**config.mk**
```make
export PLATFORM = sky130hd
export DESIGN_NAME = clock_sweep_buffer_replacement_core
export DESIGN_NICKNAME = d
export VERILOG_FILES = /design/src/rtl/core/cswr_pkg.sv /design/src/rtl/core/cswr_slot_store.sv /design/src/rtl/core/clock_sweep_buffer_replacement_core.sv
export SDC_FILE = /design/constraint.sdc
export NUM_CORES = 2
export LEC_CHECK = 0
export ABC_CLOCK_PERIOD_IN_PS = 8900
export BUFFER_PORTS_ARGS = -buffer_cell sky130_fd_sc_hd__clkbuf_2
export CORE_UTILIZATION = 45
export CTS_CLUSTER_SIZE = 24
export DETAILED_ROUTE_END_ITERATION = 10
export PLACE_DENSITY_LB_ADDON = 0.05
export SLEW_MARGIN = 5
export SYNTH_ARGS = -nofsm -noshare
export SYNTH_HDL_FRONTEND = slang
export SYNTH_HIERARCHICAL = 1
export SYNTH_SLANG_ARGS = --single-unit
```
**constraint.sdc**
```tcl
create_clock -name clk -period 8.9 [get_ports clk]
set_input_delay 1.78 -clock clk [delete_from_list [all_inputs] [get_ports clk]]
set_output_delay 1.78 -clock clk [all_outputs]
set_load 0.02 [all_outputs]
```
**src/rtl/core/cswr_pkg.sv**
```systemverilog
package cswr_pkg;

	// Field widths of one beat on each channel
	localparam int OBJ_W  = 32;
	localparam int PAGE_W = 31;
	localparam int SLOT_W = 4;
	localparam int CNT_W  = 32;

	// Per-slot storage widths
	localparam int TAG_W  = OBJ_W + PAGE_W;
	localparam int USE_W  = 8;

	// Slot address as carried between modules; wide enough for the largest pool
	localparam int ADDR_W = 8;

	// Request codes
	localparam logic OP_REQUEST = 1'b0;
	localparam logic OP_RELEASE = 1'b1;

	typedef struct packed {
		logic              opcode;
		logic [OBJ_W-1:0]  object_id;
		logic [PAGE_W-1:0] page_no;
		logic [SLOT_W-1:0] release_slot;
	} cswr_in_t;

	typedef struct packed {
		logic [SLOT_W-1:0] slot;
		logic              hit;
		logic              no_victim;
		logic [CNT_W-1:0]  hit_count;
		logic [CNT_W-1:0]  read_count;
	} cswr_out_t;

	// Sequencer to slot store
	typedef struct packed {
		logic [ADDR_W-1:0] rd_addr;
		logic [ADDR_W-1:0] wr_addr;
		logic              tag_we;
		logic              use_we;
		logic              valid_set;
		logic [TAG_W-1:0]  wr_tag;
		logic [USE_W-1:0]  wr_use;
		logic              pin_set;
		logic              pin_clr;
		logic [ADDR_W-1:0] pin_addr;
	} store_ctl_t;

	// Slot store to sequencer, for the slot read in the previous cycle
	typedef struct packed {
		logic [TAG_W-1:0] rd_tag;
		logic [USE_W-1:0] rd_use;
		logic             rd_valid;
		logic             rd_pinned;
		logic             all_pinned;
	} store_sts_t;

endpackage

```
**src/rtl/core/cswr_slot_store.sv**
```systemverilog
module cswr_slot_store import cswr_pkg::*; #(
	parameter int NUM_SLOTS = 16
) (
	input  logic       clk,
	input  logic       arst_n,
	input  store_ctl_t ctl,
	output store_sts_t sts
);

	localparam int IDX_W = $clog2(NUM_SLOTS);
	localparam int PCW   = $clog2(NUM_SLOTS + 1);

	logic [TAG_W-1:0]     tag_mem [NUM_SLOTS];
	logic [USE_W-1:0]     use_mem [NUM_SLOTS];
	logic [NUM_SLOTS-1:0] valid_q;
	logic [NUM_SLOTS-1:0] pin_q;
	logic [PCW-1:0]       pin_cnt_q;
	logic [TAG_W-1:0]     rd_tag_q;
	logic [USE_W-1:0]     rd_use_q;
	logic [IDX_W-1:0]     rd_addr_q;
	logic [IDX_W-1:0]     rd_idx;
	logic [IDX_W-1:0]     wr_idx;
	logic [IDX_W-1:0]     pin_idx;

	assign rd_idx  = ctl.rd_addr[IDX_W-1:0];
	assign wr_idx  = ctl.wr_addr[IDX_W-1:0];
	assign pin_idx = ctl.pin_addr[IDX_W-1:0];

	// Tag and usage memories: one write, one registered read per cycle
	always_ff @(posedge clk) begin
		if (ctl.tag_we) begin
			tag_mem[wr_idx] <= ctl.wr_tag;
		end
		if (ctl.use_we) begin
			use_mem[wr_idx] <= ctl.wr_use;
		end
		rd_tag_q <= tag_mem[rd_idx];
		rd_use_q <= use_mem[rd_idx];
	end

	// Valid and pin bits, with a running count of pinned slots
	always_ff @(posedge clk or negedge arst_n) begin
		if (!arst_n) begin
			valid_q   <= '0;
			pin_q     <= '0;
			pin_cnt_q <= '0;
			rd_addr_q <= '0;
		end else begin
			rd_addr_q <= rd_idx;
			if (ctl.valid_set) begin
				valid_q[wr_idx] <= 1'b1;
			end
			if (ctl.pin_set && !pin_q[pin_idx]) begin
				pin_q[pin_idx] <= 1'b1;
				pin_cnt_q      <= pin_cnt_q + PCW'(1);
			end else if (ctl.pin_clr && pin_q[pin_idx]) begin
				pin_q[pin_idx] <= 1'b0;
				pin_cnt_q      <= pin_cnt_q - PCW'(1);
			end
		end
	end

	// An empty slot reads as usage zero
	always_comb begin
		sts.rd_tag     = rd_tag_q;
		sts.rd_valid   = valid_q[rd_addr_q];
		sts.rd_use     = valid_q[rd_addr_q] ? rd_use_q : '0;
		sts.rd_pinned  = pin_q[rd_addr_q];
		sts.all_pinned = (pin_cnt_q == PCW'(NUM_SLOTS));
	end

	a_pin_cnt_range: assert property (@(posedge clk) disable iff (!arst_n)
		pin_cnt_q <= PCW'(NUM_SLOTS))
		else $error("pinned slot count above pool size");

	a_pin_cnt_match: assert property (@(posedge clk) disable iff (!arst_n)
		$countones(pin_q) == int'(pin_cnt_q))
		else $error("pinned slot count out of step with pin bits");

	a_install_full: assert property (@(posedge clk) disable iff (!arst_n)
		ctl.tag_we |-> (ctl.use_we && ctl.valid_set && ctl.pin_set))
		else $error("slot install without usage, valid and pin update");

endmodule

```
**src/rtl/core/clock_sweep_buffer_replacement_core.sv**
```systemverilog
// Buffer-pool slot manager with clock-sweep replacement and usage counts.
// Input channel (in_valid/in_ready/in_data): one beat is a request for a
// page (object_id, page_no) or a release of release_slot's pin.
// Output channel (out_valid/out_ready/out_data): one result beat per input
// beat, in order: slot, hit, no_victim and the running hit and read totals.
// One item is worked at a time; in_ready is high only while the sequencer
// is idle. Each slot visit uses the single read port of the
// tag and usage memories (address, then registered data and compare).
// Slots visited from accept to result register, N = NUM_SLOTS:
//   release: none, straight to the final state
//   hit in slot k: lookup visits slots 0 to k
//   miss: lookup visits all N, then the hand visits S slots (at least 1)
//   miss with every slot pinned: lookup visits all N, no sweep
// A new item is taken as soon as the result sits in the output register,
// so a stalled receiver holds at most one finished result; the sequencer
// waits in its final state only while that register is still full.
// Reset empties every slot (an empty slot reads as usage zero), clears pins,
// the hand and both totals; no clearing pass is needed and an item is accepted right after reset.
module clock_sweep_buffer_replacement_core import cswr_pkg::*; #(
	parameter int NUM_SLOTS = 16
) (
	input  logic      clk,
	input  logic      arst_n,
	input  logic      in_valid,
	output logic      in_ready,
	input  cswr_in_t  in_data,
	output logic      out_valid,
	input  logic      out_ready,
	output cswr_out_t out_data
);

	localparam int IDX_W = $clog2(NUM_SLOTS);
	localparam int RNG_W = ADDR_W + 1;
	localparam logic [IDX_W-1:0] LAST = IDX_W'(NUM_SLOTS - 1);

	typedef enum logic [2:0] {
		ST_IDLE,
		ST_LOOK_RD,
		ST_LOOK_CMP,
		ST_SWEEP_RD,
		ST_SWEEP_EVAL,
		ST_FIN
	} state_t;

	state_t            state_q;
	logic [IDX_W-1:0]  idx_q;
	logic [IDX_W-1:0]  hand_q;
	logic [TAG_W-1:0]  req_tag_q;
	logic [SLOT_W-1:0] res_slot_q;
	logic              res_hit_q;
	logic              res_nv_q;
	logic [CNT_W-1:0]  hit_cnt_q;
	logic [CNT_W-1:0]  read_cnt_q;
	logic              out_valid_q;
	cswr_out_t         out_q;

	store_ctl_t        ctl;
	store_sts_t        sts;

	logic              accept;
	logic              rel_in_range;
	logic              look_hit;
	logic              sweep_take;
	logic [USE_W-1:0]  use_inc;
	logic [IDX_W-1:0]  hand_nxt;
	logic              out_free;

	cswr_slot_store #(
		.NUM_SLOTS(NUM_SLOTS)
	) u_store (
		.clk   (clk),
		.arst_n(arst_n),
		.ctl   (ctl),
		.sts   (sts)
	);

	assign in_ready  = (state_q == ST_IDLE);
	assign accept    = in_valid && in_ready;
	assign out_valid = out_valid_q;
	assign out_data  = out_q;
	assign out_free  = !out_valid_q || out_ready;

	// Shared compare unit: release range check, tag match, zero usage, saturating step, hand wrap
	assign rel_in_range = (RNG_W'(in_data.release_slot) < RNG_W'(NUM_SLOTS));
	assign look_hit     = sts.rd_valid && (sts.rd_tag == req_tag_q);
	assign sweep_take   = !sts.rd_pinned && (sts.rd_use == '0);
	assign use_inc      = (sts.rd_use == '1) ? sts.rd_use : sts.rd_use + USE_W'(1);
	assign hand_nxt     = (hand_q == LAST) ? '0 : hand_q + IDX_W'(1);

	// Drive the slot store from the current step
	always_comb begin
		ctl           = '0;
		ctl.wr_tag    = req_tag_q;
		ctl.rd_addr   = (state_q == ST_SWEEP_RD) ? ADDR_W'(hand_q) : ADDR_W'(idx_q);
		ctl.wr_addr   = (state_q == ST_SWEEP_EVAL) ? ADDR_W'(hand_q) : ADDR_W'(idx_q);
		ctl.pin_addr  = ctl.wr_addr;
		unique case (state_q) inside
			ST_IDLE: begin
				if (accept && in_data.opcode == OP_RELEASE && rel_in_range) begin
					ctl.pin_clr  = 1'b1;
					ctl.pin_addr = ADDR_W'(in_data.release_slot);
				end
			end
			ST_LOOK_CMP: begin
				if (look_hit) begin
					ctl.use_we  = 1'b1;
					ctl.wr_use  = use_inc;
					ctl.pin_set = 1'b1;
				end
			end
			ST_SWEEP_EVAL: begin
				if (sweep_take) begin
					ctl.tag_we    = 1'b1;
					ctl.use_we    = 1'b1;
					ctl.wr_use    = USE_W'(1);
					ctl.valid_set = 1'b1;
					ctl.pin_set   = 1'b1;
				end else if (sts.rd_use != '0) begin
					ctl.use_we = 1'b1;
					ctl.wr_use = sts.rd_use - USE_W'(1);
				end
			end
			ST_LOOK_RD, ST_SWEEP_RD, ST_FIN: begin
			end
			default: begin
			end
		endcase
	end

	// Sequencer, totals and result register
	always_ff @(posedge clk or negedge arst_n) begin
		if (!arst_n) begin
			state_q     <= ST_IDLE;
			idx_q       <= '0;
			hand_q      <= '0;
			req_tag_q   <= '0;
			res_slot_q  <= '0;
			res_hit_q   <= 1'b0;
			res_nv_q    <= 1'b0;
			hit_cnt_q   <= '0;
			read_cnt_q  <= '0;
			out_valid_q <= 1'b0;
			out_q       <= '0;
		end else begin
			// drop the result once taken, unless a new one replaces it
			if (out_valid_q && out_ready && state_q != ST_FIN) begin
				out_valid_q <= 1'b0;
			end
			unique case (state_q)
				ST_IDLE: begin
					if (accept) begin
						req_tag_q  <= {in_data.object_id, in_data.page_no};
						idx_q      <= '0;
						res_hit_q  <= 1'b0;
						res_nv_q   <= 1'b0;
						if (in_data.opcode == OP_RELEASE) begin
							res_slot_q <= in_data.release_slot;
							state_q    <= ST_FIN;
						end else begin
							res_slot_q <= '0;
							state_q    <= ST_LOOK_RD;
						end
					end
				end
				ST_LOOK_RD: begin
					state_q <= ST_LOOK_CMP;
				end
				ST_LOOK_CMP: begin
					if (look_hit) begin
						hit_cnt_q  <= hit_cnt_q + CNT_W'(1);
						res_slot_q <= SLOT_W'(ADDR_W'(idx_q));
						res_hit_q  <= 1'b1;
						state_q    <= ST_FIN;
					end else if (idx_q != LAST) begin
						idx_q   <= idx_q + IDX_W'(1);
						state_q <= ST_LOOK_RD;
					end else if (sts.all_pinned) begin
						res_nv_q <= 1'b1;
						state_q  <= ST_FIN;
					end else begin
						state_q <= ST_SWEEP_RD;
					end
				end
				ST_SWEEP_RD: begin
					state_q <= ST_SWEEP_EVAL;
				end
				ST_SWEEP_EVAL: begin
					// advance the hand past every visited slot
					hand_q <= hand_nxt;
					if (sweep_take) begin
						read_cnt_q <= read_cnt_q + CNT_W'(1);
						res_slot_q <= SLOT_W'(ADDR_W'(hand_q));
						state_q    <= ST_FIN;
					end else begin
						state_q <= ST_SWEEP_RD;
					end
				end
				ST_FIN: begin
					// hold until the result register is free
					if (out_free) begin
						out_valid_q      <= 1'b1;
						out_q.slot       <= res_slot_q;
						out_q.hit        <= res_hit_q;
						out_q.no_victim  <= res_nv_q;
						out_q.hit_count  <= hit_cnt_q;
						out_q.read_count <= read_cnt_q;
						state_q          <= ST_IDLE;
					end
				end
				default: begin
					state_q <= ST_IDLE;
				end
			endcase
		end
	end

	a_hand_range: assert property (@(posedge clk) disable iff (!arst_n)
		hand_q <= LAST)
		else $error("clock hand beyond last slot");

	a_nv_all_pinned: assert property (@(posedge clk) disable iff (!arst_n)
		(state_q == ST_FIN && res_nv_q) |-> sts.all_pinned)
		else $error("no_victim reported with an unpinned slot");

	a_install_counts: assert property (@(posedge clk) disable iff (!arst_n)
		(state_q == ST_SWEEP_EVAL && sweep_take) |=>
		(read_cnt_q == $past(read_cnt_q) + CNT_W'(1)))
		else $error("slot install without read count step");

endmodule

```
Word-level counts from Yosys, hierarchy flattened

Memory sizes are Yosys's and may differ from the RTL's. A register that Yosys moved wholly into a read port is not among the register bits.
Index checks and enable logic that the tools add are counted.

Bits in registers: 256
RAM bits: 1136
Input port bits: 72
Output and inout port bits: 72
Memories: 2

Add/subtract/negate cells: 8
$lt $le $gt $ge: 5
Equality and inequality tests: 19
Mux-type cells: 62
Bitwise logic cells: 4
Reductions and logical operators: 29

Memory list:

| name            | words | bits a word | read ports | clocked after memory_dff | wr ports | RTL line              | source |
|---|---|---|---|---|---|---|---|
| u_store.tag_mem | 16    | 63          | 1          | 1                        | 1        | cswr_slot_store.sv:13 | `logic [TAG_W-1:0] tag_mem [NUM_SLOTS];` |
| u_store.use_mem | 16    | 8           | 1          | 1                        | 1        | cswr_slot_store.sv:14 | `logic [USE_W-1:0] use_mem [NUM_SLOTS];` |

Operators with widths:

| operator                                                    | number |
|---|---|
| adder 32 x 1 -> 32 bit (second input constant)              | 2 |
| equality test 63 bit                                        | 1 |
| 2-to-1 mux 4 bit                                            | 10 |
| 2-to-1 mux 16 bit                                           | 2 |
| 2-to-1 mux 8 bit                                            | 4 |
| OR 16 bit                                                   | 2 |
| 2-to-1 mux 9 bit                                            | 3 |
| 2-to-1 mux 1 bit                                            | 22 |
| 2-to-1 mux 3 bit                                            | 7 |
| case mux 3 bit (6 select lines)                             | 1 |
| case mux 9 bit (2 select lines)                             | 1 |
| AND 16 bit                                                  | 1 |
| NOT 16 bit                                                  | 1 |
| less-than comparator 4 x 5 -> 1 bit (second input constant) | 3 |
| binary-select mux 1 bit (select 4 bit)                      | 3 |
| inequality test 2 bit (second input constant)               | 6 |
| case mux 4 bit (3 select lines)                             | 1 |
| logical AND 1 bit                                           | 10 |
| 2-to-1 mux 5 bit                                            | 2 |
| AND reduction 2 bit                                         | 5 |
| adder 4 x 1 -> 4 bit (second input constant)                | 2 |
| adder 8 x 1 -> 8 bit (second input constant)                | 1 |
| demux 1 bit (select 4 bit)                                  | 2 |
| equality test 8 bit (second input constant)                 | 1 |
| other kinds (24)                                            | 34 |

Logic depth before layout (Yosys ltp)

Word-level depth: 13
Depth in mapped cells: 20

Hierarchy

The synthesis kept the hierarchy.

By module, submodules not included:

| module                              | instances | cells an instance | area an instance (µm²) |
|---|---|---|---|
| cswr_slot_store                     | 1         | 1892              | 46294.4 |
| clock_sweep_buffer_replacement_core | 1         | 978               | 10128.5 |

Worst setup path after synthesis

Ideal clock, no wire load.

Path type: register to register
Start point: register u_store.rd_addr_q[0]
End point: memory u_store/tag_mem[12][0] (netlist name), enable pin
Data arrival time: 6022 ps
Data required time: 8415 ps
Path slack: 2393 ps
Stages on the path, launching flop included: 13
Path buffers: 1
Path through: dfrtp_1 -> buf_2 -> mux4_2 -> mux4_2 -> and2_1 -> inv_1 -> ha_1 -> or3b_2 -> or2_4 -> or3_4 -> inv_4 -> nand3_1 -> nor2_1

RTL lines:

| item                     | RTL line              | source |
|---|---|---|
| start: declaration       | cswr_slot_store.sv:20 | `logic [IDX_W-1:0] rd_addr_q;` |
| start signal: assignment | cswr_slot_store.sv:49 | `rd_addr_q <= rd_idx;` |
| end: declaration         | cswr_slot_store.sv:13 |  |

==> impl_summary.md <==
GRT
The number of antenna violations at the first check in global routing is 7. The total congestion overflow after global routing is 0. The global-route wire length before repair is 198 mm. The met3 demand-to-capacity share in global routing is under 10%. The peak-usage layer in the global routing report is met1. The met2 routing resource usage after global routing is 30.9%.

The via count of the first global-routing pass was 28300. For met1 alone, demand over resource in global routing was between 30% and 40%. The total routing resource utilization after global routing is 21.7%. Entering global routing, the biggest net connects around 150 pins.

Run status
The checks that failed: DRC. The flow ran to the end, but the final reports show violations.

STA
For this run, the top clock speed supported by timing is 168 MHz. Setup repair after global routing left no endpoint under its margin. The number of hold violations in the final report is 0.

The relative slew slack is 18.9%. The largest clock skew in the final design is 27.4 ps. Setup violations remaining at the end of the flow were counted as 0. The minimum period implied by the final worst setup slack is 5940 ps. The accumulated negative setup slack is 0 ps. The measured slew at the worst slew-check pin is 1210 ps.

The worst path meets setup with 2960 ps of slack. The count of pins over their slew limit was 0. The final cycle utilization of the critical path is roughly two thirds.

Detailed routing
For this run, the detailed router's first-pass iteration total came to 11. Once detail routing completed, the nets flagged for antenna violations numbered 0. The vias after detailed routing is 28300. The detailed-route vias per instance is 5.80. The starting DRC count in detailed routing is 2984. The number of remaining DRC errors is 28.

The total wire length after detailed routing is 136 mm. The wire length per cell is ~28 um.

Final layout
Compared with the post-synthesis result, the final layout area differs by 14.3%. Of the cells placed in the final design, the portion with a size suffix greater than 1 is 28.5%. The fill cell total of the finished layout is 9894. In the final layout, the multi-input gates occupy roughly 14000 um^2. The net count of the finished layout is 3193. Across the whole layout, storage elements account for 41900 um^2.

CTS
The maximum clock path buffer count is 3. The cell at the root of the clock tree is clkbuf_16. Once the clock tree was built, the resizer swapped 0 gates to a different size. The number of clock sinks is 1463. The H-tree generated during clock tree synthesis spans 4 levels. The number of buffers inserted by post-CTS setup repair is 0.

The CTS tree is built. Clock latency on the worst-skew pair, taken at its later pin, is 750 ps. The number of hold buffers added after CTS was 0.

The clock slew at the register clock pins of the worst setup and hold paths is 50 ps. The clock buffer count from CTS is about 150.

Worst setup path
The critical path goes through mux4_2 -> mux4_2 -> and2_1 -> inv_1 -> ha_1 -> or3b_2 -> or2_4 -> or3_4 -> inv_4 -> nand2_1 -> nor2_4 -> buf_4. The worst stage delay on the critical path is 830 ps. The maximum net fanout on the critical path is 37. The most used cell along the critical path is mux4_2. At the worst endpoint, the arrival time is roughly 6300 ps.

The required time of the worst setup path is 9270 ps. The number of cells on the critical path is 12. The slowest stage of the critical path is the nor2_4 cell. The depth of the worst register-to-register path is 12. The kind of cell adding the most delay to the critical path is simple AND/OR/NAND/NOR gates.

The sort of element at the start of the critical path is a flop. The critical path in this run is classified as reg2reg. The endpoint kind of the worst setup timing path is a flop.

The worst-case register-to-register setup slack is 2960 ps. The worst path buffer plus inverter count is 3.

Min path
The classification of the worst-slack hold path is reg2reg. Along the worst hold path, the cell count comes to 1.

Yosys
When the netlist entered floorplanning its net count stood at between 2000 and 3000. The synthesized area divided by synthesized cell count is a little under 20 um^2. The netlist area before placement is between 50000 and 60000 um^2.

During synthesis, Yosys emitted a total of 6 warnings. The cell count after synthesis came out at 2869.

Placement
The quantity of I/O buffers inserted on ports is around 140. At the placement stage, the worst setup path has a slack of slightly below 3000 ps. The post-detailed-placement half-perimeter wirelength is 85.1 mm.

The congestion estimate from routability-driven global placement came to around 0.81.

Power
The overall power is about 21 mW. The power per cell area is between 300 and 400 nW/um^2. In this run the static leakage power is 22.5 nW. The worst ir drop on vdd is 251 uV.

Floorplan
The floorplan has 129 rows. The die span in y is about 360 um. The area enclosed by the die boundary is between 100000 and 150000 um^2.

The number of top-level pins is 144. The core box area is 124000 um^2. The die extent in x is 356 um. Once the floorplan was initialized, standard cells occupied between 40 and 50% of the core.

Flow run
The tool flagged a number of max-cap violations equal to 0.
[layout make-up]
cell class                 instances  share of cell area, %
antenna                            2                0.00776
clock buffer                     215                   6.76
clock inverter                    67                   1.09
inverter                          29                  0.173
multi-input combinational       1247                   21.7
sequential                      1463                   65.0
tap                             1637                   3.18
timing repair buffer             215                   2.04
[where the power goes]
part,switching (mW),total [mW],internal [mW]
combinational,3.30,5.55,2.25
sequential,0.634,9.20,8.56
clock,2.58,6.40,3.82
total,6.51,21.1,14.6
[final timing paths]
kind | from | end
max in group asynchronous | arst_n | req_tag_q[17]
setup reg to reg | u_store/rd_addr_q[0] | u_store/tag_mem[11][1]
hold reg to reg | hit_cnt_q[31] | hit_cnt_q[31]
setup / recovery | u_store/rd_addr_q[0] | u_store/tag_mem[11][1]
hold / removal | hit_cnt_q[31] | hit_cnt_q[31]
min in group asynchronous | arst_n | out_data[20]
[layout by cell type (no fill, tap or decap), types with 32 or more instances in the layout]
master        n
xor2_1       81
buf_4        68
edfxtp_1   1136
clkbuf_1     39
dfrtp_1     256
xnor2_1      43
dfxtp_1      71
mux2_2       79
nand2_1     275
nor2_1       49
a21oi_1      38
nand3_1      32
clkbuf_2    142
clkbuf_16   159
mux4_2      366
[stage by stage]
stage	hold slack [ps]	utilization (%)	std cells	cell area (um^2)
6_report	465	52.0	4875	64500
5_1_grt	487	52.0	4873	64500
4_1_cts	469	52.0	4873	64500
3_5_place_dp	456	47.9	4591	59400
3_3_place_gp	451	47.9	4591	59400
2_1_floorplan	434	-	2869	56400
[worst reg2reg max path: cells and delay by family, from the launching register on]
kind | cells | cell delay (ps)
AND/OR/NAND/NOR | 6 | 2530
multiplexers | 2 | 1150
buffers and inverters | 3 | 1050
adder cells (fa/ha/maj) | 1 | 160
flip-flops | 1 | 640
[layer usage]
| layer | share of wire [%] | vias to the layer above |
|---|---|---|
| met2 | 44 | 1009 |
| met4 | 1.6 | 2 |
| met3 | 6.9 | 165 |
| met5 | 0.013 | - |
| li1 | - | 11900 |
| met1 | 47 | 15200 |
[sequential cells by signal, summed over array words and instances (netlist names), 16 cells and up, named ones only]
name,count
u_store/valid_q,16
req_tag_q,63
read_cnt_q,32
out_data,70
u_store/tag_mem,1008
u_store/use_mem,128
hit_cnt_q,32
u_store/rd_tag_q,63
(Power assumes the default switching activity.)
